===== src/hw/rtl/mlfq_pkg.sv =====
`timescale 1ns / 1ps
// ----------------------------------------------------------------------------
// MLFQ scheduler package
// Sizes, request and status codes, and the command and status bundles that
// pass between the scheduler controller and its datapath.
// ----------------------------------------------------------------------------
package mlfq_pkg;

  // Table sizes.
  localparam int MAX_THREADS = 16;
  localparam int LEVELS      = 4;

  // Internal widths derived from the table sizes.
  localparam int THR_W  = $clog2(MAX_THREADS);
  localparam int LVL_W  = $clog2(LEVELS);
  localparam int CNT_W  = $clog2(MAX_THREADS + 1);
  localparam int ADDR_W = $clog2(LEVELS * MAX_THREADS);

  // Port field widths.
  localparam int REQ_W    = 3;
  localparam int THREAD_W = 4;
  localparam int LEVEL_W  = 2;
  localparam int ERR_W    = 2;
  localparam int SWITCH_W = 32;

  // Request codes.
  typedef enum logic [REQ_W-1:0] {
    REQ_CREATE = 3'd0,
    REQ_TICK   = 3'd1,
    REQ_YIELD  = 3'd2,
    REQ_BLOCK  = 3'd3,
    REQ_WAKE   = 3'd4,
    REQ_EXIT   = 3'd5
  } req_e;

  // Error codes.
  typedef enum logic [ERR_W-1:0] {
    ERR_NONE = 2'd0,
    ERR_FULL = 2'd1,
    ERR_WAKE = 2'd2
  } err_e;

  // Per-thread status codes.
  typedef enum logic [1:0] {
    TS_UNUSED   = 2'd0,
    TS_READY    = 2'd1,
    TS_BLOCKED  = 2'd2,
    TS_FINISHED = 2'd3
  } thr_state_e;

  // Datapath operations issued by the controller.
  typedef enum logic [3:0] {
    OP_NONE,
    OP_CREATE,
    OP_PROMOTE,
    OP_REQUEUE,
    OP_BLOCK,
    OP_EXIT,
    OP_WAKE,
    OP_POP,
    OP_LOAD,
    OP_DEMOTE
  } dp_op_e;

  // Controller to datapath.
  typedef struct packed {
    dp_op_e op;
    logic   capture;
    logic   load_out;
  } dp_cmd_t;

  // Datapath to controller.
  typedef struct packed {
    req_e req;
    logic any_ready;
  } dp_status_t;

endpackage


===== src/hw/rtl/mlfq_datapath.sv =====
`timescale 1ns / 1ps
// ----------------------------------------------------------------------------
// MLFQ scheduler datapath
// Holds the per-level thread FIFOs, the thread tables, the running thread,
// the switch counter and the result register. Executes one operation per
// cycle as commanded by the controller.
// ----------------------------------------------------------------------------
module mlfq_datapath (
  input  logic                           clk_i,
  input  logic                           rst_ni,
  input  mlfq_pkg::dp_cmd_t              cmd_i,
  output mlfq_pkg::dp_status_t           status_o,
  input  logic [mlfq_pkg::REQ_W-1:0]     req_type_i,
  input  logic [mlfq_pkg::THREAD_W-1:0]  target_thread_i,
  output logic                           running_valid_o,
  output logic [mlfq_pkg::THREAD_W-1:0]  running_thread_o,
  output logic [mlfq_pkg::LEVEL_W-1:0]   running_level_o,
  output logic [mlfq_pkg::THREAD_W-1:0]  created_thread_o,
  output logic [mlfq_pkg::ERR_W-1:0]     error_code_o,
  output logic [mlfq_pkg::SWITCH_W-1:0]  switch_total_o
);

  // Captured transaction.
  logic [mlfq_pkg::REQ_W-1:0]    req_q;
  logic [mlfq_pkg::THREAD_W-1:0] tgt_q;

  // Scheduler state.
  logic [mlfq_pkg::THR_W-1:0] queue_head_q [mlfq_pkg::LEVELS];
  logic [mlfq_pkg::THR_W-1:0] queue_head_d [mlfq_pkg::LEVELS];
  logic [mlfq_pkg::CNT_W-1:0] queue_fill_q [mlfq_pkg::LEVELS];
  logic [mlfq_pkg::CNT_W-1:0] queue_fill_d [mlfq_pkg::LEVELS];
  logic [mlfq_pkg::LVL_W-1:0] thread_level_q [mlfq_pkg::MAX_THREADS];
  logic [mlfq_pkg::LVL_W-1:0] thread_level_d [mlfq_pkg::MAX_THREADS];
  mlfq_pkg::thr_state_e       thread_state_q [mlfq_pkg::MAX_THREADS];
  mlfq_pkg::thr_state_e       thread_state_d [mlfq_pkg::MAX_THREADS];
  logic [mlfq_pkg::CNT_W-1:0]    next_q, next_d;
  logic [mlfq_pkg::THR_W-1:0]    cur_q, cur_d;
  logic                          cur_valid_q, cur_valid_d;
  logic [mlfq_pkg::SWITCH_W-1:0] switch_q, switch_d;
  logic [mlfq_pkg::THREAD_W-1:0] created_q, created_d;
  mlfq_pkg::err_e                err_q, err_d;

  // FIFO storage, one row of MAX_THREADS entries per level.
  logic [mlfq_pkg::THR_W-1:0] level_queue [mlfq_pkg::LEVELS * mlfq_pkg::MAX_THREADS];
  logic [mlfq_pkg::THR_W-1:0] rd_data_q;

  // Result register.
  logic                          res_valid_q;
  logic [mlfq_pkg::THREAD_W-1:0] res_thread_q;
  logic [mlfq_pkg::LEVEL_W-1:0]  res_level_q;
  logic [mlfq_pkg::THREAD_W-1:0] res_created_q;
  logic [mlfq_pkg::ERR_W-1:0]    res_err_q;
  logic [mlfq_pkg::SWITCH_W-1:0] res_switch_q;

  logic [mlfq_pkg::THR_W-1:0] tgt_idx;
  logic                       tgt_in_range;
  logic [mlfq_pkg::THR_W-1:0] idx;
  logic [mlfq_pkg::LVL_W-1:0] lvl_rd;
  mlfq_pkg::thr_state_e       st_rd;
  logic                       wake_ok;

  logic                        push_req;
  logic                        wr_en;
  logic [mlfq_pkg::LVL_W-1:0]  push_lvl;
  logic [mlfq_pkg::THR_W-1:0]  push_thr;
  logic [mlfq_pkg::CNT_W:0]    slot_sum;
  logic [mlfq_pkg::THR_W-1:0]  slot;
  logic [mlfq_pkg::ADDR_W-1:0] wr_addr;

  logic                        any_ready;
  logic [mlfq_pkg::LVL_W-1:0]  sel_lvl;
  logic [mlfq_pkg::ADDR_W-1:0] rd_addr;
  logic                        rd_en;

  // Single thread table read port: the wake target during a wake, else the running thread.
  assign tgt_idx      = mlfq_pkg::THR_W'(tgt_q);
  assign tgt_in_range = (32'(tgt_q) < mlfq_pkg::MAX_THREADS);
  assign idx          = (cmd_i.op == mlfq_pkg::OP_WAKE) ? tgt_idx : cur_q;
  assign lvl_rd       = thread_level_q[idx];
  assign st_rd        = thread_state_q[idx];
  assign wake_ok      = tgt_in_range && (st_rd == mlfq_pkg::TS_BLOCKED);

  // Push source selection for create, requeue and wake.
  always_comb begin
    push_req = 1'b0;
    push_lvl = '0;
    push_thr = '0;
    case (cmd_i.op)
      mlfq_pkg::OP_CREATE: begin
        push_req = (next_q < mlfq_pkg::CNT_W'(mlfq_pkg::MAX_THREADS));
        push_thr = mlfq_pkg::THR_W'(next_q);
      end
      mlfq_pkg::OP_REQUEUE: begin
        push_req = cur_valid_q;
        push_lvl = lvl_rd;
        push_thr = cur_q;
      end
      mlfq_pkg::OP_WAKE: begin
        push_req = wake_ok;
        push_lvl = lvl_rd;
        push_thr = tgt_idx;
      end
      default: ;
    endcase
  end

  // Tail slot of the pushed level; head plus fill stays below twice the depth.
  assign slot_sum = (mlfq_pkg::CNT_W+1)'(queue_head_q[push_lvl])
                  + (mlfq_pkg::CNT_W+1)'(queue_fill_q[push_lvl]);
  assign slot     = (slot_sum >= (mlfq_pkg::CNT_W+1)'(mlfq_pkg::MAX_THREADS))
                  ? mlfq_pkg::THR_W'(slot_sum - (mlfq_pkg::CNT_W+1)'(mlfq_pkg::MAX_THREADS))
                  : mlfq_pkg::THR_W'(slot_sum);
  assign wr_addr  = mlfq_pkg::ADDR_W'(mlfq_pkg::ADDR_W'(push_lvl)
                  * mlfq_pkg::ADDR_W'(mlfq_pkg::MAX_THREADS) + mlfq_pkg::ADDR_W'(slot));
  assign wr_en    = push_req
                  && (queue_fill_q[push_lvl] < mlfq_pkg::CNT_W'(mlfq_pkg::MAX_THREADS));

  // Fixed priority encoder: lowest non-empty level wins.
  always_comb begin
    any_ready = 1'b0;
    sel_lvl   = '0;
    for (int l = mlfq_pkg::LEVELS - 1; l >= 0; l--) begin
      if (queue_fill_q[l] != '0) begin
        any_ready = 1'b1;
        sel_lvl   = mlfq_pkg::LVL_W'(l);
      end
    end
  end

  assign rd_en   = (cmd_i.op == mlfq_pkg::OP_POP);
  assign rd_addr = mlfq_pkg::ADDR_W'(mlfq_pkg::ADDR_W'(sel_lvl)
                 * mlfq_pkg::ADDR_W'(mlfq_pkg::MAX_THREADS)
                 + mlfq_pkg::ADDR_W'(queue_head_q[sel_lvl]));

  assign status_o.req       = mlfq_pkg::req_e'(req_q);
  assign status_o.any_ready = any_ready;

  // Next-state logic for the scheduler tables.
  always_comb begin
    queue_head_d   = queue_head_q;
    queue_fill_d   = queue_fill_q;
    thread_level_d = thread_level_q;
    thread_state_d = thread_state_q;
    next_d         = next_q;
    cur_d          = cur_q;
    cur_valid_d    = cur_valid_q;
    switch_d       = switch_q;
    created_d      = created_q;
    err_d          = err_q;

    if (cmd_i.capture) begin
      created_d = '0;
      err_d     = mlfq_pkg::ERR_NONE;
    end

    // FIFO bookkeeping.
    for (int l = 0; l < mlfq_pkg::LEVELS; l++) begin
      if (wr_en && (push_lvl == mlfq_pkg::LVL_W'(l))) begin
        queue_fill_d[l] = queue_fill_q[l] + 1'b1;
      end
      if (rd_en && (sel_lvl == mlfq_pkg::LVL_W'(l))) begin
        queue_head_d[l] = (queue_head_q[l] == mlfq_pkg::THR_W'(mlfq_pkg::MAX_THREADS - 1))
                        ? '0 : queue_head_q[l] + 1'b1;
        queue_fill_d[l] = queue_fill_q[l] - 1'b1;
      end
    end

    case (cmd_i.op)
      mlfq_pkg::OP_CREATE: begin
        if (next_q < mlfq_pkg::CNT_W'(mlfq_pkg::MAX_THREADS)) begin
          thread_state_d[mlfq_pkg::THR_W'(next_q)] = mlfq_pkg::TS_READY;
          thread_level_d[mlfq_pkg::THR_W'(next_q)] = '0;
          created_d = mlfq_pkg::THREAD_W'(next_q);
          next_d    = next_q + 1'b1;
        end else begin
          err_d = mlfq_pkg::ERR_FULL;
        end
      end
      mlfq_pkg::OP_PROMOTE: begin
        if (cur_valid_q && (lvl_rd != '0)) begin
          thread_level_d[cur_q] = lvl_rd - 1'b1;
        end
      end
      mlfq_pkg::OP_REQUEUE: begin
        cur_valid_d = 1'b0;
      end
      mlfq_pkg::OP_BLOCK: begin
        if (cur_valid_q) begin
          thread_state_d[cur_q] = mlfq_pkg::TS_BLOCKED;
          cur_valid_d = 1'b0;
        end
      end
      mlfq_pkg::OP_EXIT: begin
        if (cur_valid_q) begin
          thread_state_d[cur_q] = mlfq_pkg::TS_FINISHED;
          cur_valid_d = 1'b0;
        end
      end
      mlfq_pkg::OP_WAKE: begin
        if (wake_ok) begin
          thread_state_d[tgt_idx] = mlfq_pkg::TS_READY;
        end else begin
          err_d = mlfq_pkg::ERR_WAKE;
        end
      end
      mlfq_pkg::OP_LOAD: begin
        cur_d       = rd_data_q;
        cur_valid_d = 1'b1;
        switch_d    = switch_q + 1'b1;
      end
      mlfq_pkg::OP_DEMOTE: begin
        if (lvl_rd != mlfq_pkg::LVL_W'(mlfq_pkg::LEVELS - 1)) begin
          thread_level_d[cur_q] = lvl_rd + 1'b1;
        end
      end
      default: ;
    endcase
  end

  // Scheduler state registers.
  always_ff @(posedge clk_i or negedge rst_ni) begin
    if (!rst_ni) begin
      for (int l = 0; l < mlfq_pkg::LEVELS; l++) begin
        queue_head_q[l] <= '0;
        queue_fill_q[l] <= '0;
      end
      for (int t = 0; t < mlfq_pkg::MAX_THREADS; t++) begin
        thread_level_q[t] <= '0;
        thread_state_q[t] <= mlfq_pkg::TS_UNUSED;
      end
      next_q      <= '0;
      cur_q       <= '0;
      cur_valid_q <= 1'b0;
      switch_q    <= '0;
      created_q   <= '0;
      err_q       <= mlfq_pkg::ERR_NONE;
    end else begin
      queue_head_q   <= queue_head_d;
      queue_fill_q   <= queue_fill_d;
      thread_level_q <= thread_level_d;
      thread_state_q <= thread_state_d;
      next_q         <= next_d;
      cur_q          <= cur_d;
      cur_valid_q    <= cur_valid_d;
      switch_q       <= switch_d;
      created_q      <= created_d;
      err_q          <= err_d;
    end
  end

  // FIFO storage: one write and one registered read per cycle.
  always_ff @(posedge clk_i) begin
    if (wr_en) begin
      level_queue[wr_addr] <= push_thr;
    end
    if (rd_en) begin
      rd_data_q <= level_queue[rd_addr];
    end
  end

  // Transaction capture and result register.
  always_ff @(posedge clk_i) begin
    if (cmd_i.capture) begin
      req_q <= req_type_i;
      tgt_q <= target_thread_i;
    end
    if (cmd_i.load_out) begin
      res_valid_q   <= cur_valid_q;
      res_thread_q  <= cur_valid_q ? mlfq_pkg::THREAD_W'(cur_q) : '0;
      res_level_q   <= cur_valid_q ? mlfq_pkg::LEVEL_W'(lvl_rd) : '0;
      res_created_q <= created_q;
      res_err_q     <= err_q;
      res_switch_q  <= switch_q;
    end
  end

  assign running_valid_o  = res_valid_q;
  assign running_thread_o = res_thread_q;
  assign running_level_o  = res_level_q;
  assign created_thread_o = res_created_q;
  assign error_code_o     = res_err_q;
  assign switch_total_o   = res_switch_q;

  // A pop is only issued when some level holds a thread.
  a_pop_nonempty: assert property (@(posedge clk_i) disable iff (!rst_ni)
    (cmd_i.op == mlfq_pkg::OP_POP) |-> any_ready)
    else $error("pop issued with all levels empty");

  // Loading a popped thread always leaves a thread running.
  a_load_runs: assert property (@(posedge clk_i) disable iff (!rst_ni)
    (cmd_i.op == mlfq_pkg::OP_LOAD) |=> cur_valid_q)
    else $error("no running thread after load");

  // The switch counter moves only on a load.
  a_switch_only_load: assert property (@(posedge clk_i) disable iff (!rst_ni)
    (cmd_i.op != mlfq_pkg::OP_LOAD) |=> $stable(switch_q))
    else $error("switch counter changed without a load");

endmodule


===== src/hw/rtl/mlfq_ctrl.sv =====
`timescale 1ns / 1ps
// ----------------------------------------------------------------------------
// MLFQ scheduler controller
// Sequences each accepted request into datapath operations and manages the
// input and output handshakes.
// ----------------------------------------------------------------------------
module mlfq_ctrl (
  input  logic                 clk_i,
  input  logic                 rst_ni,
  input  logic                 in_valid_i,
  output logic                 in_ready_o,
  output logic                 out_valid_o,
  input  logic                 out_ready_i,
  output mlfq_pkg::dp_cmd_t    cmd_o,
  input  mlfq_pkg::dp_status_t status_i
);

  typedef enum logic [2:0] {
    S_IDLE,
    S_EXEC,
    S_REQUEUE,
    S_SELECT,
    S_LOAD,
    S_DEMOTE,
    S_RESULT
  } state_e;

  state_e state_q, state_d;
  logic   out_valid_q, out_valid_d;
  logic   out_free;

  assign in_ready_o  = (state_q == S_IDLE);
  assign out_valid_o = out_valid_q;
  assign out_free    = !out_valid_q || out_ready_i;

  // Next state and datapath command.
  always_comb begin
    state_d        = state_q;
    out_valid_d    = out_valid_q;
    cmd_o.op       = mlfq_pkg::OP_NONE;
    cmd_o.capture  = 1'b0;
    cmd_o.load_out = 1'b0;

    if (out_valid_q && out_ready_i) begin
      out_valid_d = 1'b0;
    end

    unique case (state_q)
      S_IDLE: begin
        if (in_valid_i) begin
          cmd_o.capture = 1'b1;
          state_d       = S_EXEC;
        end
      end
      S_EXEC: begin
        state_d = S_RESULT;
        unique case (status_i.req)
          mlfq_pkg::REQ_CREATE: cmd_o.op = mlfq_pkg::OP_CREATE;
          mlfq_pkg::REQ_TICK:   state_d  = S_REQUEUE;
          mlfq_pkg::REQ_YIELD: begin
            cmd_o.op = mlfq_pkg::OP_PROMOTE;
            state_d  = S_REQUEUE;
          end
          mlfq_pkg::REQ_BLOCK:  cmd_o.op = mlfq_pkg::OP_BLOCK;
          mlfq_pkg::REQ_WAKE:   cmd_o.op = mlfq_pkg::OP_WAKE;
          mlfq_pkg::REQ_EXIT:   cmd_o.op = mlfq_pkg::OP_EXIT;
          default: ;
        endcase
      end
      S_REQUEUE: begin
        cmd_o.op = mlfq_pkg::OP_REQUEUE;
        state_d  = S_SELECT;
      end
      S_SELECT: begin
        if (status_i.any_ready) begin
          cmd_o.op = mlfq_pkg::OP_POP;
          state_d  = S_LOAD;
        end else begin
          state_d = S_RESULT;
        end
      end
      S_LOAD: begin
        cmd_o.op = mlfq_pkg::OP_LOAD;
        state_d  = S_DEMOTE;
      end
      S_DEMOTE: begin
        cmd_o.op = mlfq_pkg::OP_DEMOTE;
        state_d  = S_RESULT;
      end
      S_RESULT: begin
        if (out_free) begin
          cmd_o.load_out = 1'b1;
          out_valid_d    = 1'b1;
          state_d        = S_IDLE;
        end
      end
      default: state_d = S_IDLE;
    endcase
  end

  // State and registered output valid.
  always_ff @(posedge clk_i or negedge rst_ni) begin
    if (!rst_ni) begin
      state_q     <= S_IDLE;
      out_valid_q <= 1'b0;
    end else begin
      state_q     <= state_d;
      out_valid_q <= out_valid_d;
    end
  end

  // An accepted transaction always starts execution next.
  a_accept_exec: assert property (@(posedge clk_i) disable iff (!rst_ni)
    (in_valid_i && in_ready_o) |=> (state_q == S_EXEC))
    else $error("accepted transaction did not start");

  // A result with a free output register is presented and the block returns to idle.
  a_result_load: assert property (@(posedge clk_i) disable iff (!rst_ni)
    (state_q == S_RESULT && out_free) |=> (state_q == S_IDLE && out_valid_q))
    else $error("result not presented");

  // With every level empty, selection goes straight to the result.
  a_select_empty: assert property (@(posedge clk_i) disable iff (!rst_ni)
    (state_q == S_SELECT && !status_i.any_ready) |=> (state_q == S_RESULT))
    else $error("selection ran with empty levels");

endmodule


===== src/hw/rtl/mlfq_thread_scheduler_core.sv =====
`timescale 1ns / 1ps
// ----------------------------------------------------------------------------
// MLFQ thread scheduler core
// Multilevel feedback queue scheduler with per-level FIFOs of thread numbers.
// ----------------------------------------------------------------------------
// Usage:
//   The input channel (in_valid_i/in_ready_o) carries one request per
//   transaction: req_type_i and target_thread_i. The output channel
//   (out_valid_o/out_ready_i) returns exactly one result per request: the
//   running thread and its level, the created thread number, an error code
//   and the context switch total.
//   Create, block, wake, exit and unknown requests pass through an
//   execute step and then the result step, where the result is
//   registered. A tick or yield that dispatches a thread is sequenced
//   through requeue, level select, a registered FIFO memory read, load
//   and demotion before its result step. A tick or yield that finds every
//   level empty skips the read, load and demotion. One request is in
//   flight at a time: a new request is accepted only once the current
//   one has left its result step.
//   The result sits in an output register: the next request is accepted
//   while a result waits, and a stalled receiver only holds the following
//   request at its result step.
//   Reset clears the FIFO pointers, thread tables, running thread and
//   switch counter at once; the FIFO storage itself needs no clearing.
// ----------------------------------------------------------------------------
module mlfq_thread_scheduler_core (
  input  logic                          clk_i,
  input  logic                          rst_ni,
  input  logic                          in_valid_i,
  output logic                          in_ready_o,
  input  logic [mlfq_pkg::REQ_W-1:0]    req_type_i,
  input  logic [mlfq_pkg::THREAD_W-1:0] target_thread_i,
  output logic                          out_valid_o,
  input  logic                          out_ready_i,
  output logic                          running_valid_o,
  output logic [mlfq_pkg::THREAD_W-1:0] running_thread_o,
  output logic [mlfq_pkg::LEVEL_W-1:0]  running_level_o,
  output logic [mlfq_pkg::THREAD_W-1:0] created_thread_o,
  output logic [mlfq_pkg::ERR_W-1:0]    error_code_o,
  output logic [mlfq_pkg::SWITCH_W-1:0] switch_total_o
);

  mlfq_pkg::dp_cmd_t    dp_cmd;
  mlfq_pkg::dp_status_t dp_status;

  // Request sequencer.
  mlfq_ctrl u_ctrl (
    .clk_i       (clk_i),
    .rst_ni      (rst_ni),
    .in_valid_i  (in_valid_i),
    .in_ready_o  (in_ready_o),
    .out_valid_o (out_valid_o),
    .out_ready_i (out_ready_i),
    .cmd_o       (dp_cmd),
    .status_i    (dp_status)
  );

  // Queues, tables and result register.
  mlfq_datapath u_datapath (
    .clk_i            (clk_i),
    .rst_ni           (rst_ni),
    .cmd_i            (dp_cmd),
    .status_o         (dp_status),
    .req_type_i       (req_type_i),
    .target_thread_i  (target_thread_i),
    .running_valid_o  (running_valid_o),
    .running_thread_o (running_thread_o),
    .running_level_o  (running_level_o),
    .created_thread_o (created_thread_o),
    .error_code_o     (error_code_o),
    .switch_total_o   (switch_total_o)
  );

endmodule

===== config.mk =====
export PLATFORM = sky130hd
export DESIGN_NAME = mlfq_thread_scheduler_core
export DESIGN_NICKNAME = d
export VERILOG_FILES = /design/src/hw/rtl/mlfq_pkg.sv /design/src/hw/rtl/mlfq_datapath.sv /design/src/hw/rtl/mlfq_ctrl.sv /design/src/hw/rtl/mlfq_thread_scheduler_core.sv
export SDC_FILE = /design/constraint.sdc
export NUM_CORES = 1
export LEC_CHECK = 0
export ABC_CLOCK_PERIOD_IN_PS = 13100
export BUFFER_PORTS_ARGS = -buffer_cell sky130_fd_sc_hd__buf_2
export CAP_MARGIN = 15
export CORE_MARGIN = 5
export CORE_UTILIZATION = 55
export CTS_CLUSTER_SIZE = 14
export DETAILED_ROUTE_END_ITERATION = 8
export GPL_TIMING_DRIVEN = 0
export PLACE_DENSITY_LB_ADDON = 0.05
export SETUP_SLACK_MARGIN = 0.4
export SLEW_MARGIN = 15
export SYNTH_ARGS = -nofsm -noshare
export SYNTH_HDL_FRONTEND = slang
export SYNTH_SLANG_ARGS = --single-unit

===== constraint.sdc =====
create_clock -name clk_i -period 13.1 [get_ports clk_i]
set_clock_uncertainty 0.2 [all_clocks]
set_input_delay 0 -clock clk_i [delete_from_list [all_inputs] [get_ports clk_i]]
set_output_delay 0 -clock clk_i [all_outputs]
set_load 0.05 [all_outputs]

==> report_table.html, run 1 <==
<table>
<tr><th>Metric</th><th>Value</th></tr>
<tr><th colspan="2">Outcome</th></tr>
<tr><td>Outcome</td><td>complete, no violations</td></tr>
<tr><th colspan="2">Power</th></tr>
<tr><td>Design internal power</td><td>3.31 mW</td></tr>
<tr><td>Worst VDD drop</td><td>roughly 0.19 mV</td></tr>
<tr><td>Leakage power figure</td><td>approximately 9.5 nW</td></tr>
<tr><td>Part of the total power dissipated in the clock network</td><td>0.236</td></tr>
<tr><td>Power share of the combinational group</td><td>0.441</td></tr>
<tr><td>Flop pwr share</td><td>0.323</td></tr>
<tr><td>Switching portion of total power</td><td>0.448</td></tr>
<tr><td>Ratio of total power to cell area</td><td>around 240 mW/mm^2</td></tr>
<tr><td>Switching power</td><td>2.68 mW</td></tr>
<tr><th colspan="2">Logic synthesis</th></tr>
<tr><td>Area share of the largest cell type after synthesis</td><td>0.419</td></tr>
<tr><td>Synth Area per Inst</td><td>10.7 sq um</td></tr>
<tr><td>Number of cells produced by synthesis</td><td>~2100</td></tr>
<tr><td>Synth unique cells</td><td>84</td></tr>
<tr><td>Post-synthesis cell type with the largest combined area</td><td>edfxtp_1</td></tr>
<tr><td>Number of enable flip-flop cells after synthesis</td><td>about 310</td></tr>
<tr><td>Yosys Warn Count</td><td>0</td></tr>
<tr><td>Share of synthesized registers carrying an async set or reset</td><td>0.328</td></tr>
<tr><td>Count of state elements after synthesis</td><td>464</td></tr>
<tr><td>Combined area of all synthesized cells</td><td>approximately 0.022 sq mm</td></tr>
<tr><td>Most common flop cell mapped by yosys</td><td>edfxtp_1</td></tr>
<tr><td>Cell types with the largest area share after synthesis</td><td>edfxtp_1, dfrtp_1, nand2_1</td></tr>
<tr><td>Proportion of synthesized chip area in sequential cells</td><td>0.589</td></tr>
<tr><td>Net count after synthesis</td><td>around 2100</td></tr>
<tr><th colspan="2">Critical path</th></tr>
<tr><td>Worst setup path category</td><td>register to register</td></tr>
<tr><td>Element type at the critical path end</td><td>register</td></tr>
<tr><td>Crit Path Max Fanout</td><td>10</td></tr>
<tr><td>Levels on crit path</td><td>18</td></tr>
<tr><td>Required time worst endpoint</td><td>13110 ps</td></tr>
<tr><td>Cell type with the highest occurrence count on the critical path</td><td>clkbuf_1</td></tr>
<tr><td>Dominant delay contributor by cell family on the critical path</td><td>simple AND/OR/NAND/NOR gates</td></tr>
<tr><td>CP max stage cell</td><td>a311oi_1</td></tr>
<tr><td>Length in cells of the worst reg-to-reg path</td><td>18</td></tr>
<tr><td>Count of buffer and inverter cells on the critical path</td><td>4</td></tr>
<tr><td>Critical path startpoint category</td><td>register</td></tr>
<tr><td>Slowest cell delay on critical path</td><td>just under 900 ps</td></tr>
<tr><td>Arrival @ worst endpoint</td><td>7680 ps</td></tr>
<tr><td>List of cells traversed by the critical path</td><td>clkbuf_1 &gt; nand2b_1 &gt; clkbuf_1 &gt; o21ai_1 &gt; nand2_1 &gt; o211ai_1 &gt; a311oi_1 &gt; a31oi_4 &gt; clkbuf_1 &gt; nor2_1 &gt; a21oi_1 &gt; ha_1 &gt; fa_1 &gt; xor2_1 &gt; nand2_1 &gt; or4_1 &gt; clkbuf_1 &gt; nor3_1</td></tr>
<tr><th colspan="2">Global route</th></tr>
<tr><td>First-pass GRT wire length</td><td>101000 um</td></tr>
<tr><td>Pin count of the biggest net entering global routing</td><td>83</td></tr>
<tr><td>Remaining Overflow, GRT</td><td>0</td></tr>
<tr><td>Global routing usage summed across all routing layers</td><td>0.293</td></tr>
<tr><td>Antenna violations before repair</td><td>0</td></tr>
<tr><td>Number of global-route vias before repair</td><td>16788</td></tr>
<tr><th colspan="2">Timing</th></tr>
<tr><td>Shortest clock period the worst path allows after layout</td><td>between 7000 and 8000 ps</td></tr>
<tr><td>Relative max-transition margin</td><td>0.257</td></tr>
<tr><td>Peak Freq</td><td>approximately 0.13 GHz</td></tr>
<tr><td>Setup repair after global routing missed its margin</td><td>no</td></tr>
<tr><td>Number of endpoints with negative hold slack in the final report</td><td>0</td></tr>
<tr><td>Slew at the pin closest to its max-slew limit</td><td>about 1100 ps</td></tr>
<tr><td>Post-route setup TNS</td><td>0 ps</td></tr>
<tr><td>Final Slew Violations</td><td>0</td></tr>
<tr><td>Final worst hold slack</td><td>110 ps</td></tr>
<tr><td>Post-route clock period utilization</td><td>0.586</td></tr>
<tr><td>Endpoints failing setup</td><td>0</td></tr>
<tr><th colspan="2">Detailed routing</th></tr>
<tr><td>Number of vias after detailed routing</td><td>approximately 18000</td></tr>
<tr><td>First-pass detailed-route iteration total</td><td>6</td></tr>
<tr><td>DRC</td><td>0</td></tr>
<tr><td>First DRT Iteration DRCs</td><td>about 2400</td></tr>
<tr><td>Via-per-instance ratio</td><td>approximately 6.3</td></tr>
<tr><td>Wire length per cell</td><td>around 24 um</td></tr>
<tr><td>Antenna-violating nets left</td><td>0</td></tr>
<tr><td>Post-Route WL</td><td>approximately 67000 um</td></tr>
<tr><th colspan="2">Job</th></tr>
<tr><td>Max-cap violations</td><td>0</td></tr>
<tr><th colspan="2">Floorplan</th></tr>
<tr><td>DIE WIDTH</td><td>between 200 and 250 um</td></tr>
<tr><td>Number of primary I/O pins</td><td>58</td></tr>
<tr><td>Area of the die</td><td>approximately 0.045 sq mm</td></tr>
<tr><td>Starting density of the core</td><td>0.559</td></tr>
<tr><td>Placeable Area</td><td>~0.04 sq mm</td></tr>
<tr><td>Y dimension of the die</td><td>~210 um</td></tr>
<tr><td>Site Rows</td><td>73</td></tr>
<tr><th colspan="2">Cells and area</th></tr>
<tr><td>Layout cells sized above 1</td><td>0.104</td></tr>
<tr><td>Number of inserted filler cells in the final layout</td><td>around 3200</td></tr>
<tr><td>Most frequent cells in the layout</td><td>nand2_1, edfxtp_1, dfrtp_1</td></tr>
<tr><td>Total inserted antenna cells</td><td>0</td></tr>
<tr><td>End-of-flow core utilization</td><td>0.636</td></tr>
<tr><td>Layout area overhead</td><td>13.8%</td></tr>
<tr><td>Most common cell after layout, fill and taps aside</td><td>nand2_1</td></tr>
<tr><td>Post-layout net count</td><td>about 2300</td></tr>
<tr><th colspan="2">Clock tree</th></tr>
<tr><td>Max H-tree Level</td><td>2</td></tr>
<tr><td>TritonCTS buffer count</td><td>between 40 and 50</td></tr>
<tr><td>Total number of clock tree sinks</td><td>464</td></tr>
<tr><td>Max clock buf depth</td><td>3</td></tr>
<tr><td>Source-to-sink clock delay at the later pin of the worst-skew pair</td><td>about 600 ps</td></tr>
<tr><td>Clk slew on worst S/H paths</td><td>60 ps</td></tr>
<tr><td>Clock Root Buffer</td><td>clkbuf_16</td></tr>
<tr><td>TritonCTS clock tree</td><td>done</td></tr>
<tr><th colspan="2">Place</th></tr>
<tr><td>Count of port buffers added during placement</td><td>between 50 and 60</td></tr>
<tr><td>Final GP Congestion</td><td>1.04</td></tr>
<tr><td>Detailed placer's ending HPWL</td><td>between 40000 and 50000 um</td></tr>
<tr><th colspan="2">Min path</th></tr>
<tr><td>Hold WC Path Type</td><td>primary input to register</td></tr>
<tr><td>Worst Hold Path Cells</td><td>4</td></tr>
</table>
==> worst min-delay path, delay by kind of cell <==
family | cells | cell delay (ps)
buf+inv | 2 | 630
simple gates | 1 | 130
compound gates | 1 | 110
==> final timing paths <==
check,startpoint,endpoint,slack [ps]
setup / recovery,u_datapath.req_q[0]$_DFFE_PP_,u_datapath.level_queue[13][1]$_DFFE_PP_,5430
hold / removal,out_ready_i,u_ctrl.out_valid_o$_DFF_PN0_,110
setup reg to reg,u_datapath.req_q[0]$_DFFE_PP_,u_datapath.level_queue[13][1]$_DFFE_PP_,5430
hold reg to reg,u_datapath.switch_q[30]$_DFFE_PN0P_,u_datapath.switch_total_o[30]$_DFFE_PP_,230
max in group asynchronous,rst_ni,u_datapath.switch_q[23]$_DFFE_PN0P_,11980
min in group asynchronous,rst_ni,u_datapath.thread_state_q[19]$_DFFE_PN0P_,310
==> registers in the layout, summed over array words and instances (netlist names), 2 cells and up <==
signal / flops
u_datapath.level_queue: 256
u_datapath.switch_q: 32
u_datapath.switch_total_o: 32
u_datapath.thread_level_q: 32
u_datapath.thread_state_q: 32
u_datapath.queue_fill_q: 20
u_datapath.queue_head_q: 16
u_datapath.next_q: 5
u_datapath.created_q: 4
u_datapath.created_thread_o: 4
u_datapath.cur_q: 4
u_datapath.rd_data_q: 4
u_datapath.running_thread_o: 4
u_datapath.tgt_idx: 4
u_ctrl.state_q: 3
u_datapath.req_q: 3
u_datapath.err_q: 2
u_datapath.error_code_o: 2
u_datapath.running_level_o: 2
==> metrics by stage <==
step           area, sq um  power (mW)  setup WS (ps)  instances
6_report             25500        6.00           5430       2792
3_3_place_gp         23300        4.46           4270       2669
5_1_grt              25500        6.24           5070       2792
4_1_cts              25500        5.93           5670       2792
3_5_place_dp         23600        4.51           5730       2683
2_1_floorplan        22400        3.58           7420       2087
==> logic make-up (layout without fill, tap and decap cells) <==
kind of cell,after synthesis,in the layout,share of synthesized area
AOI/OAI and AO/OA,433,433,0.125
xor gates and xnor gates,62,62,0.0243
adders and majority gates,31,31,0.0190
buffers and inverters,186,366,0.0334
DFF,464,464,0.589
muxes,46,46,0.0223
and+or+nand+nor,865,865,0.187
==> synthesized netlist by cell type (8+ instances only) <==
library cell and n:
nand2_1 386, edfxtp_1 312, dfrtp_1 152, nand3_1 118, o21ai_0 110, clkbuf_1 101, nor2_1 92, a21oi_1 85
inv_1 55, nor3_1 51, a31oi_1 49, xnor2_1 47, nand4_1 42, nand2b_1 39, a211oi_1 36, o22ai_1 32
mux2i_1 28, nor4_1 27, ha_1 26, a22oi_1 23, and2_1 17, mux2_2 16, nor4_2 16, and3_1 15
xor2_1 15, a21o_1 12, buf_2 12, nor2b_1 12, a22o_1 10, or3_1 10, and2_0 8, buf_1 8
==> routing by layer <==
layer / vias to the layer above / global-route usage / routed length, um
met1: 8659 / 0.419 / 27800
met5: - / 0 / 0
met3: 171 / 0.0495 / 6040
met4: 0 / 0.0991 / 2430
met2: 892 / 0.462 / 30400
li1: 7975 / - / -
==> power groups by stage <==
stage / registers, mW / logic (mW) / clock network, mW
finish: 1.94 / 2.65 / 1.41
CTS: 1.93 / 2.57 / 1.43
detailed placement: 1.95 / 2.55 / 0
floorplan: 2.00 / 1.59 / 0
global placement: 1.98 / 2.48 / 0
global route: 1.95 / 2.80 / 1.49
==> final cells by class <==
| type | instances | area, sq um | area share |
|---|---|---|---|
| clock buffer | 59 | 1300 | 0.0512 |
| sequential | 464 | 13200 | 0.517 |
| timing repair buffer | 90 | 729 | 0.0287 |
| buffer | 127 | 526 | 0.0206 |
| tap | 525 | 657 | 0.0258 |
| clock inverter | 31 | 337 | 0.0132 |
| inverter | 59 | 221 | 0.00870 |
| multi-input combinational | 1437 | 8510 | 0.334 |
==> what timing repair did <==
action                    in CTS  in global routing
hold buffers                  19                  0
hold endpoints to repair     171                  0
setup buffers                  0                  0
gates resized for setup        0                  0
Power figures use the tool's default switching activity.
==> inputs of run 2 (changes only) <==
--- a/config.mk
+++ b/config.mk
@@ -5,7 +5,8 @@
 export SDC_FILE = /design/constraint.sdc
 export NUM_CORES = 1
 export LEC_CHECK = 0
-export ABC_CLOCK_PERIOD_IN_PS = 13100
+export ABC_AREA = 1
+export ABC_CLOCK_PERIOD_IN_PS = 7250
 export BUFFER_PORTS_ARGS = -buffer_cell sky130_fd_sc_hd__buf_2
 export CAP_MARGIN = 15
 export CORE_MARGIN = 5
==> constraint.sdc (replaced) <==
create_clock -name clk_i -period 7.25 [get_ports clk_i]
set_clock_uncertainty 0.2 [all_clocks]
set_input_delay 0 -clock clk_i [delete_from_list [all_inputs] [get_ports clk_i]]
set_output_delay 0 -clock clk_i [all_outputs]
set_load 0.05 [all_outputs]
==> report_table.html, run 2 <==
<table>
<tr><th>Metric</th><th>Value</th></tr>
<tr><th colspan="2">Power</th></tr>
<tr><td>Ratio of total power to cell area</td><td>499 mW/mm^2 (was 236 mW/mm^2)</td></tr>
<tr><td>Part of the total power dissipated in the clock network</td><td>0.207 (was 0.236)</td></tr>
<tr><td>Leakage power figure</td><td>9.83 nW (was 9.50 nW)</td></tr>
<tr><td>Design internal power</td><td>6.56 mW (was 3.31 mW)</td></tr>
<tr><td>Switching power</td><td>6.03 mW (was 2.68 mW)</td></tr>
<tr><td>Switching portion of total power</td><td>0.479 (was 0.448)</td></tr>
<tr><td>Worst VDD drop</td><td>0.278 mV (was 0.194 mV)</td></tr>
<tr><td>Flop pwr share</td><td>0.289 (was 0.323)</td></tr>
<tr><td>Power share of the combinational group</td><td>0.504 (was 0.441)</td></tr>
<tr><th colspan="2">Timing</th></tr>
<tr><td>Setup repair after global routing missed its margin</td><td>yes (was no)</td></tr>
<tr><td>Endpoints failing setup</td><td>0 (unchanged)</td></tr>
<tr><td>Final Slew Violations</td><td>0 (unchanged)</td></tr>
<tr><td>Slew at the pin closest to its max-slew limit</td><td>850 ps (was 1100 ps)</td></tr>
<tr><td>Relative max-transition margin</td><td>0.417 (was 0.257)</td></tr>
<tr><td>Post-route setup TNS</td><td>0 ps (unchanged)</td></tr>
<tr><td>Final worst hold slack</td><td>137 ps (was 110 ps)</td></tr>
<tr><td>Shortest clock period the worst path allows after layout</td><td>6570 ps (was 7670 ps)</td></tr>
<tr><td>Post-route clock period utilization</td><td>0.906 (was 0.586)</td></tr>
<tr><td>Peak Freq</td><td>0.152 GHz (was 0.130 GHz)</td></tr>
<tr><td>Number of endpoints with negative hold slack in the final report</td><td>0 (unchanged)</td></tr>
<tr><td>Slack of the critical path</td><td>679 ps (was 5430 ps)</td></tr>
<tr><th colspan="2">Detailed routing</th></tr>
<tr><td>Met1 Routed Length</td><td>25700 um (was 27800 um)</td></tr>
<tr><td>Post-Route WL</td><td>63200 um (was 66700 um)</td></tr>
<tr><td>Top routing layer in use</td><td>met4 (unchanged)</td></tr>
<tr><td>Via-per-instance ratio</td><td>6.00 (was 6.34)</td></tr>
<tr><td>Total met2 wirelength after detailed routing</td><td>28800 um (was 30400 um)</td></tr>
<tr><td>Wire length per cell</td><td>21.4 um (was 23.9 um)</td></tr>
<tr><td>Number of vias after detailed routing</td><td>17704 (was 17697)</td></tr>
<tr><td>DRC</td><td>0 (unchanged)</td></tr>
<tr><td>Antenna-violating nets left</td><td>0 (unchanged)</td></tr>
<tr><td>First-pass detailed-route iteration total</td><td>6 (unchanged)</td></tr>
<tr><td>Total length of routed met3 wires</td><td>6290 um (was 6040 um)</td></tr>
<tr><td>First DRT Iteration DRCs</td><td>2056 (was 2407)</td></tr>
<tr><th colspan="2">Global route</th></tr>
<tr><td>Antenna violations before repair</td><td>0 (unchanged)</td></tr>
<tr><td>Number of global-route vias before repair</td><td>17421 (was 16788)</td></tr>
<tr><td>Remaining Overflow, GRT</td><td>0 (unchanged)</td></tr>
<tr><td>Global routing usage summed across all routing layers</td><td>0.285 (was 0.293)</td></tr>
<tr><td>First-pass GRT wire length</td><td>97800 um (was 101000 um)</td></tr>
<tr><td>Pin count of the biggest net entering global routing</td><td>100 (was 83)</td></tr>
<tr><th colspan="2">Logic synthesis</th></tr>
<tr><td>Synth unique cells</td><td>50 (was 84)</td></tr>
<tr><td>Most instantiated library cell after synthesis</td><td>nor2_1 (was nand2_1)</td></tr>
<tr><td>Post-synthesis cell type with the largest combined area</td><td>edfxtp_1 (unchanged)</td></tr>
<tr><td>Commonest cells post-synth</td><td>nor2_1, edfxtp_1, o21ai_0 (was nand2_1, edfxtp_1, dfrtp_1)</td></tr>
<tr><td>Number of enable flip-flop cells after synthesis</td><td>312 (unchanged)</td></tr>
<tr><td>Most common flop cell mapped by yosys</td><td>edfxtp_1 (unchanged)</td></tr>
<tr><td>Synth Area per Inst</td><td>9.82 sq um (was 10.7 sq um)</td></tr>
<tr><td>Number of cells produced by synthesis</td><td>2237 (was 2087)</td></tr>
<tr><td>Proportion of synthesized chip area in sequential cells</td><td>0.599 (was 0.589)</td></tr>
<tr><td>Share of synthesized registers carrying an async set or reset</td><td>0.328 (unchanged)</td></tr>
<tr><td>Yosys Warn Count</td><td>0 (unchanged)</td></tr>
<tr><td>Count of state elements after synthesis</td><td>464 (unchanged)</td></tr>
<tr><td>Net count after synthesis</td><td>2279 (was 2129)</td></tr>
<tr><td>Cell types with the largest area share after synthesis</td><td>edfxtp_1, dfrtp_1, nor2_1 (was edfxtp_1, dfrtp_1, nand2_1)</td></tr>
<tr><td>Area share of the largest cell type after synthesis</td><td>0.426 (was 0.419)</td></tr>
<tr><td>Combined area of all synthesized cells</td><td>0.0220 sq mm (was 0.0224 sq mm)</td></tr>
<tr><th colspan="2">Floorplan</th></tr>
<tr><td>DIE WIDTH</td><td>210 um (was 212 um)</td></tr>
<tr><td>Site Rows</td><td>73 (unchanged)</td></tr>
<tr><td>Area of the die</td><td>0.0440 sq mm (was 0.0448 sq mm)</td></tr>
<tr><td>Starting density of the core</td><td>0.554 (was 0.559)</td></tr>
<tr><td>Placeable Area</td><td>0.0396 sq mm (was 0.0400 sq mm)</td></tr>
<tr><td>Number of primary I/O pins</td><td>58 (unchanged)</td></tr>
<tr><td>Y dimension of the die</td><td>210 um (was 212 um)</td></tr>
<tr><th colspan="2">Cells and area</th></tr>
<tr><td>Layout cells sized above 1</td><td>0.0854 (was 0.104)</td></tr>
<tr><td>Biggest register</td><td>u_datapath.level_queue (unchanged)</td></tr>
<tr><td>Most frequent cells in the layout</td><td>nor2_1, edfxtp_1, o21ai_0 (was nand2_1, edfxtp_1, dfrtp_1)</td></tr>
<tr><td>End-of-flow core utilization</td><td>0.636 (about the same)</td></tr>
<tr><td>Flip-flop count of the largest register, all copies and words added</td><td>256 (unchanged)</td></tr>
<tr><td>Layout area overhead</td><td>14.8% (was 13.8%)</td></tr>
<tr><td>Finished layout cell area</td><td>0.0252 sq mm (was 0.0255 sq mm)</td></tr>
<tr><td>Most common cell after layout, fill and taps aside</td><td>nor2_1 (was nand2_1)</td></tr>
<tr><td>Post-layout net count</td><td>2423 (was 2270)</td></tr>
<tr><th colspan="2">Clock tree</th></tr>
<tr><td>Total number of clock tree sinks</td><td>464 (unchanged)</td></tr>
<tr><td>Source-to-sink clock delay at the later pin of the worst-skew pair</td><td>610 ps (about the same)</td></tr>
<tr><td>TritonCTS buffer count</td><td>50 (was 49)</td></tr>
<tr><td>Max clock buf depth</td><td>3 (unchanged)</td></tr>
<tr><td>TritonCTS clock tree</td><td>done (unchanged)</td></tr>
<tr><td>Clock Root Buffer</td><td>clkbuf_16 (unchanged)</td></tr>
<tr><td>Clk slew on worst S/H paths</td><td>60 ps (about the same)</td></tr>
<tr><td>Max H-tree Level</td><td>2 (unchanged)</td></tr>
<tr><th colspan="2">Critical path</th></tr>
<tr><td>Worst setup path category</td><td>register to register (unchanged)</td></tr>
<tr><td>Arrival @ worst endpoint</td><td>6620 ps (was 7680 ps)</td></tr>
<tr><td>Source of the critical timing path</td><td>u_datapath.queue_fill_q[0]$_DFFE_PN0P_ (was u_datapath.req_q[0]$_DFFE_PP_)</td></tr>
<tr><td>Crit Path Max Fanout</td><td>10 (unchanged)</td></tr>
<tr><td>Worst R2R Start</td><td>u_datapath.queue_fill_q[0]$_DFFE_PN0P_ (was u_datapath.req_q[0]$_DFFE_PP_)</td></tr>
<tr><td>Slowest cell delay on critical path</td><td>520 ps (was 870 ps)</td></tr>
<tr><td>Critical path startpoint category</td><td>register (unchanged)</td></tr>
<tr><td>CP max stage cell</td><td>nand4_2 (was a311oi_1)</td></tr>
<tr><td>Element type at the critical path end</td><td>register (unchanged)</td></tr>
<tr><td>Required time worst endpoint</td><td>7300 ps (was 13110 ps)</td></tr>
<tr><td>Cell type with the highest occurrence count on the critical path</td><td>nor2_1 (was clkbuf_1)</td></tr>
<tr><th colspan="2">Place</th></tr>
<tr><td>Placed cell area</td><td>0.0233 sq mm (was 0.0236 sq mm)</td></tr>
<tr><td>Detailed placer's ending HPWL</td><td>45200 um (was 47500 um)</td></tr>
<tr><td>Final GP Congestion</td><td>1.00 (was 1.04)</td></tr>
<tr><td>Dpl ws</td><td>609 ps (was 5730 ps)</td></tr>
<tr><td>Count of port buffers added during placement</td><td>57 (unchanged)</td></tr>
<tr><th colspan="2">Outcome</th></tr>
<tr><td>Outcome</td><td>complete, no violations (unchanged)</td></tr>
<tr><th colspan="2">Job</th></tr>
<tr><td>Max-cap violations</td><td>0 (unchanged)</td></tr>
<tr><th colspan="2">Min path</th></tr>
<tr><td>Origin of the worst min-delay path</td><td>out_ready_i (unchanged)</td></tr>
<tr><td>Hold WC Path Type</td><td>primary input to register (unchanged)</td></tr>
</table>
-- run 2: changes by cell type after synthesis, sizes merged, moves of 46 or more --
cell    before  now
nand2      387  239
nor2        93  412
inv         57  224
a31oi       50    4
o21ai      112  256
o211ai       5   63
nand3      119  175
-- run 2: through the flow --
stage	power (mW)	instances
after detailed placement	9.87	2831
after global placement	9.64	2819
after global routing	13.3	2948
after CTS	12.5	2946
after floorplan	7.58	2237
final	12.6	2949
-- run 2: cell type report --
class | instances | area [sq um]
fill | 3227 | 14400
sequential | 464 | 13200
multi-input combinational | 1462 | 7690
clock buffer | 62 | 1330
inverter | 225 | 845
timing repair buffer | 92 | 843
tap | 525 | 657
buffer | 86 | 349
clock inverter | 32 | 333
antenna | 1 | 2.50
-- run 2: path summary, 6_finish.rpt --
kind	end	slack (ps)	cells after the start
min	u_ctrl.state_q[1]$_DFFE_PN0P_	140	5
min reg2reg	u_datapath.cur_q[3]$_DFFE_PN0P_	260	2
max in group asynchronous	u_datapath.switch_q[17]$_DFFE_PN0P_	6040	4
min in group asynchronous	u_datapath.thread_state_q[15]$_DFFE_PN0P_	270	4
max reg2reg	u_datapath.level_queue[23][2]$_DFFE_PP_	680	26
max	u_datapath.level_queue[23][2]$_DFFE_PP_	680	26
-- run 2: power groups by stage --
stage | Sequential (mW) | Combinational, mW | Clock (mW)
final | 3.64 | 6.34 | 2.60
after CTS | 3.63 | 6.22 | 2.63
after global routing | 3.68 | 6.90 | 2.74
after detailed placement | 3.68 | 6.19 | 0
after global placement | 3.74 | 5.90 | 0
after floorplan | 3.81 | 3.77 | 0
-- run 2: cells by family (layout without fill, tap and decap cells) --
family / Yosys count / count (layout) / share of synthesized area
simple gates: 880 / 880 / 0.171
fa+ha+maj: 31 / 31 / 0.0194
compound gates: 501 / 501 / 0.136
flops: 464 / 464 / 0.599
other cells: 0 / 1 / 0
xor+xnor: 49 / 49 / 0.0195
buf+inv: 311 / 497 / 0.0543
mux: 1 / 1 / 0.000456
-- run 2: what timing repair did --
| action | CTS | global route |
|---|---|---|
| buffers inserted | 0 | 0 |
| gates resized for setup | 0 | 3 |
| hold buffers | 21 | 0 |
| endpoints found under the setup margin | 0 | 192 |
| hold endpoints to repair | 191 | 0 |
-- run 2: metal layers --
metal / track usage / vias up
met5: 0 / -
met4: 0.114 / 0
met3: 0.0581 / 171
met2: 0.447 / 887
met1: 0.394 / 8506
li1: - / 8140
-- run 2: critical path, delay by kind of cell, from the launching register on --
| family | cells | cell delay, ps |
|---|---|---|
| simple gates | 15 | 3230 |
| compound gates | 3 | 800 |
| buf+inv | 5 | 700 |
| fa+ha+maj | 2 | 610 |
| flops | 1 | 410 |
| xor+xnor | 1 | 240 |
==> inputs of run 3 (changes only) <==
--- a/config.mk
+++ b/config.mk
@@ -14,7 +14,7 @@
 export CTS_CLUSTER_SIZE = 14
 export DETAILED_ROUTE_END_ITERATION = 8
 export GPL_TIMING_DRIVEN = 0
-export PLACE_DENSITY_LB_ADDON = 0.05
+export PLACE_DENSITY_LB_ADDON = 0.3
 export SETUP_SLACK_MARGIN = 0.4
 export SLEW_MARGIN = 15
 export SYNTH_ARGS = -nofsm -noshare
==> report_table.html, run 3 (synthesis results as in run 2) <==
<table>
<tr><th>Metric</th><th>Value</th></tr>
<tr><th colspan="2">Critical path</th></tr>
<tr><td>Element type at the critical path end</td><td>register (unchanged)</td></tr>
<tr><td>Source of the critical timing path</td><td>u_datapath.queue_fill_q[4]$_DFFE_PN0P_ (was u_datapath.queue_fill_q[0]$_DFFE_PN0P_)</td></tr>
<tr><td>Required time worst endpoint</td><td>7300 ps (about the same)</td></tr>
<tr><td>Critical path startpoint category</td><td>register (unchanged)</td></tr>
<tr><td>Count of buffer and inverter cells on the critical path</td><td>6 (was 5)</td></tr>
<tr><td>Dominant delay contributor by cell family on the critical path</td><td>simple AND/OR/NAND/NOR gates (unchanged)</td></tr>
<tr><td>Crit Path Max Fanout</td><td>10 (unchanged)</td></tr>
<tr><td>Worst R2R Start</td><td>u_datapath.queue_fill_q[4]$_DFFE_PN0P_ (was u_datapath.queue_fill_q[0]$_DFFE_PN0P_)</td></tr>
<tr><td>Slowest cell delay on critical path</td><td>550 ps (was 520 ps)</td></tr>
<tr><td>Worst setup path category</td><td>register to register (unchanged)</td></tr>
<tr><td>CP max stage cell</td><td>a21oi_2 (was nand4_2)</td></tr>
<tr><td>Arrival @ worst endpoint</td><td>6620 ps (about the same)</td></tr>
<tr><th colspan="2">Floorplan</th></tr>
<tr><td>Y dimension of the die</td><td>210 um (unchanged)</td></tr>
<tr><td>DIE WIDTH</td><td>210 um (unchanged)</td></tr>
<tr><td>Number of primary I/O pins</td><td>58 (unchanged)</td></tr>
<tr><td>Placeable Area</td><td>0.0396 sq mm (unchanged)</td></tr>
<tr><td>Starting density of the core</td><td>0.554 (unchanged)</td></tr>
<tr><td>Site Rows</td><td>73 (unchanged)</td></tr>
<tr><td>Area of the die</td><td>0.0440 sq mm (unchanged)</td></tr>
<tr><th colspan="2">Cells and area</th></tr>
<tr><td>Post-layout net count</td><td>2420 (was 2423)</td></tr>
<tr><td>Layout area overhead</td><td>14.9% (was 14.8%)</td></tr>
<tr><td>Flip-flop count of the largest register, all copies and words added</td><td>256 (unchanged)</td></tr>
<tr><td>Most common cell after layout, fill and taps aside</td><td>nor2_1 (unchanged)</td></tr>
<tr><td>Number of inserted filler cells in the final layout</td><td>3140 (was 3227)</td></tr>
<tr><td>End-of-flow core utilization</td><td>0.637 (was 0.636)</td></tr>
<tr><td>Most frequent cells in the layout</td><td>nor2_1, edfxtp_1, o21ai_0 (unchanged)</td></tr>
<tr><td>Total inserted antenna cells</td><td>0 (was 1)</td></tr>
<tr><td>Finished layout cell area</td><td>0.0252 sq mm (about the same)</td></tr>
<tr><td>Layout cells sized above 1</td><td>0.0856 (was 0.0854)</td></tr>
<tr><td>Biggest register</td><td>u_datapath.level_queue (unchanged)</td></tr>
<tr><td>Multi-input gate area</td><td>0.00769 sq mm (about the same)</td></tr>
<tr><td>Register area</td><td>0.0132 sq mm (unchanged)</td></tr>
<tr><th colspan="2">Timing</th></tr>
<tr><td>Number of endpoints with negative hold slack in the final report</td><td>0 (unchanged)</td></tr>
<tr><td>Setup repair after global routing missed its margin</td><td>no (was yes)</td></tr>
<tr><td>Final Slew Violations</td><td>0 (unchanged)</td></tr>
<tr><td>Post-route clock period utilization</td><td>0.905 (was 0.906)</td></tr>
<tr><td>Shortest clock period the worst path allows after layout</td><td>6560 ps (was 6570 ps)</td></tr>
<tr><td>Peak Freq</td><td>0.152 GHz (about the same)</td></tr>
<tr><td>Relative max-transition margin</td><td>0.197 (was 0.417)</td></tr>
<tr><td>Endpoints failing setup</td><td>0 (unchanged)</td></tr>
<tr><td>Slew at the pin closest to its max-slew limit</td><td>1200 ps (was 850 ps)</td></tr>
<tr><th colspan="2">Detailed routing</th></tr>
<tr><td>Via-per-instance ratio</td><td>6.12 (was 6.00)</td></tr>
<tr><td>First-pass detailed-route iteration total</td><td>6 (unchanged)</td></tr>
<tr><td>Number of vias after detailed routing</td><td>18013 (was 17704)</td></tr>
<tr><td>Antenna-violating nets left</td><td>0 (unchanged)</td></tr>
<tr><td>First DRT Iteration DRCs</td><td>2506 (was 2056)</td></tr>
<tr><td>Wire length per cell</td><td>21.5 um (was 21.4 um)</td></tr>
<tr><td>Post-Route WL</td><td>63400 um (was 63200 um)</td></tr>
<tr><td>DRC</td><td>0 (unchanged)</td></tr>
<tr><th colspan="2">Clock tree</th></tr>
<tr><td>TritonCTS buffer count</td><td>50 (unchanged)</td></tr>
<tr><td>Clock Root Buffer</td><td>clkbuf_16 (unchanged)</td></tr>
<tr><td>TritonCTS clock tree</td><td>done (unchanged)</td></tr>
<tr><td>Clk slew on worst S/H paths</td><td>60 ps (about the same)</td></tr>
<tr><td>Post-CTS Repair Setup Buffers</td><td>0 (unchanged)</td></tr>
<tr><td>Source-to-sink clock delay at the later pin of the worst-skew pair</td><td>610 ps (about the same)</td></tr>
<tr><td>Total number of clock tree sinks</td><td>464 (unchanged)</td></tr>
<tr><td>Max clock buf depth</td><td>3 (unchanged)</td></tr>
<tr><td>Max H-tree Level</td><td>2 (unchanged)</td></tr>
<tr><th colspan="2">Global route</th></tr>
<tr><td>Global routing usage summed across all routing layers</td><td>0.281 (was 0.285)</td></tr>
<tr><td>Antenna violations before repair</td><td>0 (unchanged)</td></tr>
<tr><td>Number of global-route vias before repair</td><td>17193 (was 17421)</td></tr>
<tr><td>Pin count of the biggest net entering global routing</td><td>96 (was 100)</td></tr>
<tr><td>Remaining Overflow, GRT</td><td>0 (unchanged)</td></tr>
<tr><td>First-pass GRT wire length</td><td>96600 um (was 97800 um)</td></tr>
<tr><th colspan="2">Min path</th></tr>
<tr><td>Origin of the worst min-delay path</td><td>in_valid_i (was out_ready_i)</td></tr>
<tr><td>Hold WC Path Type</td><td>primary input to register (unchanged)</td></tr>
<tr><th colspan="2">Power</th></tr>
<tr><td>Ratio of total power to cell area</td><td>503 mW/mm^2 (was 499 mW/mm^2)</td></tr>
<tr><td>Power Total</td><td>12.7 mW (was 12.6 mW)</td></tr>
<tr><td>Worst VDD drop</td><td>0.279 mV (was 0.278 mV)</td></tr>
<tr><td>Leakage power figure</td><td>9.86 nW (was 9.83 nW)</td></tr>
<tr><th colspan="2">Place</th></tr>
<tr><td>Detailed placer's ending HPWL</td><td>44600 um (was 45200 um)</td></tr>
<tr><td>Final GP Congestion</td><td>1.00 (about the same)</td></tr>
<tr><td>Count of port buffers added during placement</td><td>57 (unchanged)</td></tr>
<tr><td>Placed cell area</td><td>0.0233 sq mm (about the same)</td></tr>
<tr><th colspan="2">Outcome</th></tr>
<tr><td>Outcome</td><td>complete, no violations (unchanged)</td></tr>
<tr><th colspan="2">Job</th></tr>
<tr><td>Max-cap violations</td><td>0 (unchanged)</td></tr>
</table>
==> run 3: layout make-up <==
class,instances,area share
Buffer,86,0.0138
Clock buffer,63,0.0548
Clock inverter,30,0.0134
Inverter,225,0.0335
Multi-Input combinational cell,1462,0.305
Sequential cell,464,0.522
Tap cell,525,0.0260
Timing Repair Buffer,89,0.0322
==> run 3: worst reg2reg max path: cells and delay by family (launching register included) <==
kind	cells	cell delay, ps
compound gates	3	790
xor+xnor	1	250
fa+ha+maj	2	620
simple gates	14	3040
flops	1	390
buf+inv	6	920
==> run 3: per-layer routing <==
| layer | share of wire | global-route usage | wire [um] |
|---|---|---|---|
| met1 | 0.40 | 0.394 | 25600 |
| met2 | 0.45 | 0.435 | 28500 |
| met3 | 0.11 | 0.0716 | 7210 |
| met4 | 0.033 | 0.0923 | 2060 |
| met5 | 0 | 0 | 0 |
==> run 3: timing repair <==
action                     4_1_cts  5_1_grt
setup endpoints to repair        0      224
gates resized for setup          0        2
hold buffers                    20        0
hold endpoints to repair       174        0
==> run 3: power breakdown <==
| group | internal [mW] | switching, mW |
|---|---|---|
| combinational | 1.67 | 4.72 |
| sequential | 3.38 | 0.263 |
| clock | 1.57 | 1.09 |
==> run 3: worst paths after layout <==
check | end | slack [ps] | depth (start not counted)
worst max register to register | u_datapath.level_queue[37][0]$_DFFE_PP_ | 690 | 26
worst min register to register | u_datapath.created_thread_o[0]$_DFFE_PP_ | 260 | 0
min in group asynchronous | u_datapath.queue_fill_q[9]$_DFFE_PN0P_ | 330 | 4
max in group asynchronous | u_datapath.switch_q[9]$_DFFE_PN0P_ | 6040 | 4
worst max-delay path | u_datapath.level_queue[37][0]$_DFFE_PP_ | 690 | 26
worst min-delay path | u_ctrl.state_q[0]$_DFFE_PN0P_ | 50 | 4
==> run 3: through the flow <==
step | hold slack [ps] | setup slack [ps] | std cells | TNS, ps
after detailed placement | -223 | 649 | 2830 | 0
final | 45.9 | 687 | 2944 | 0
after global placement | -19.1 | -39.5 | 2819 | -2160
after floorplan | -496 | 2630 | 2237 | 0
after CTS | 20.3 | 654 | 2943 | 0
after global routing | 55.5 | 403 | 2944 | 0
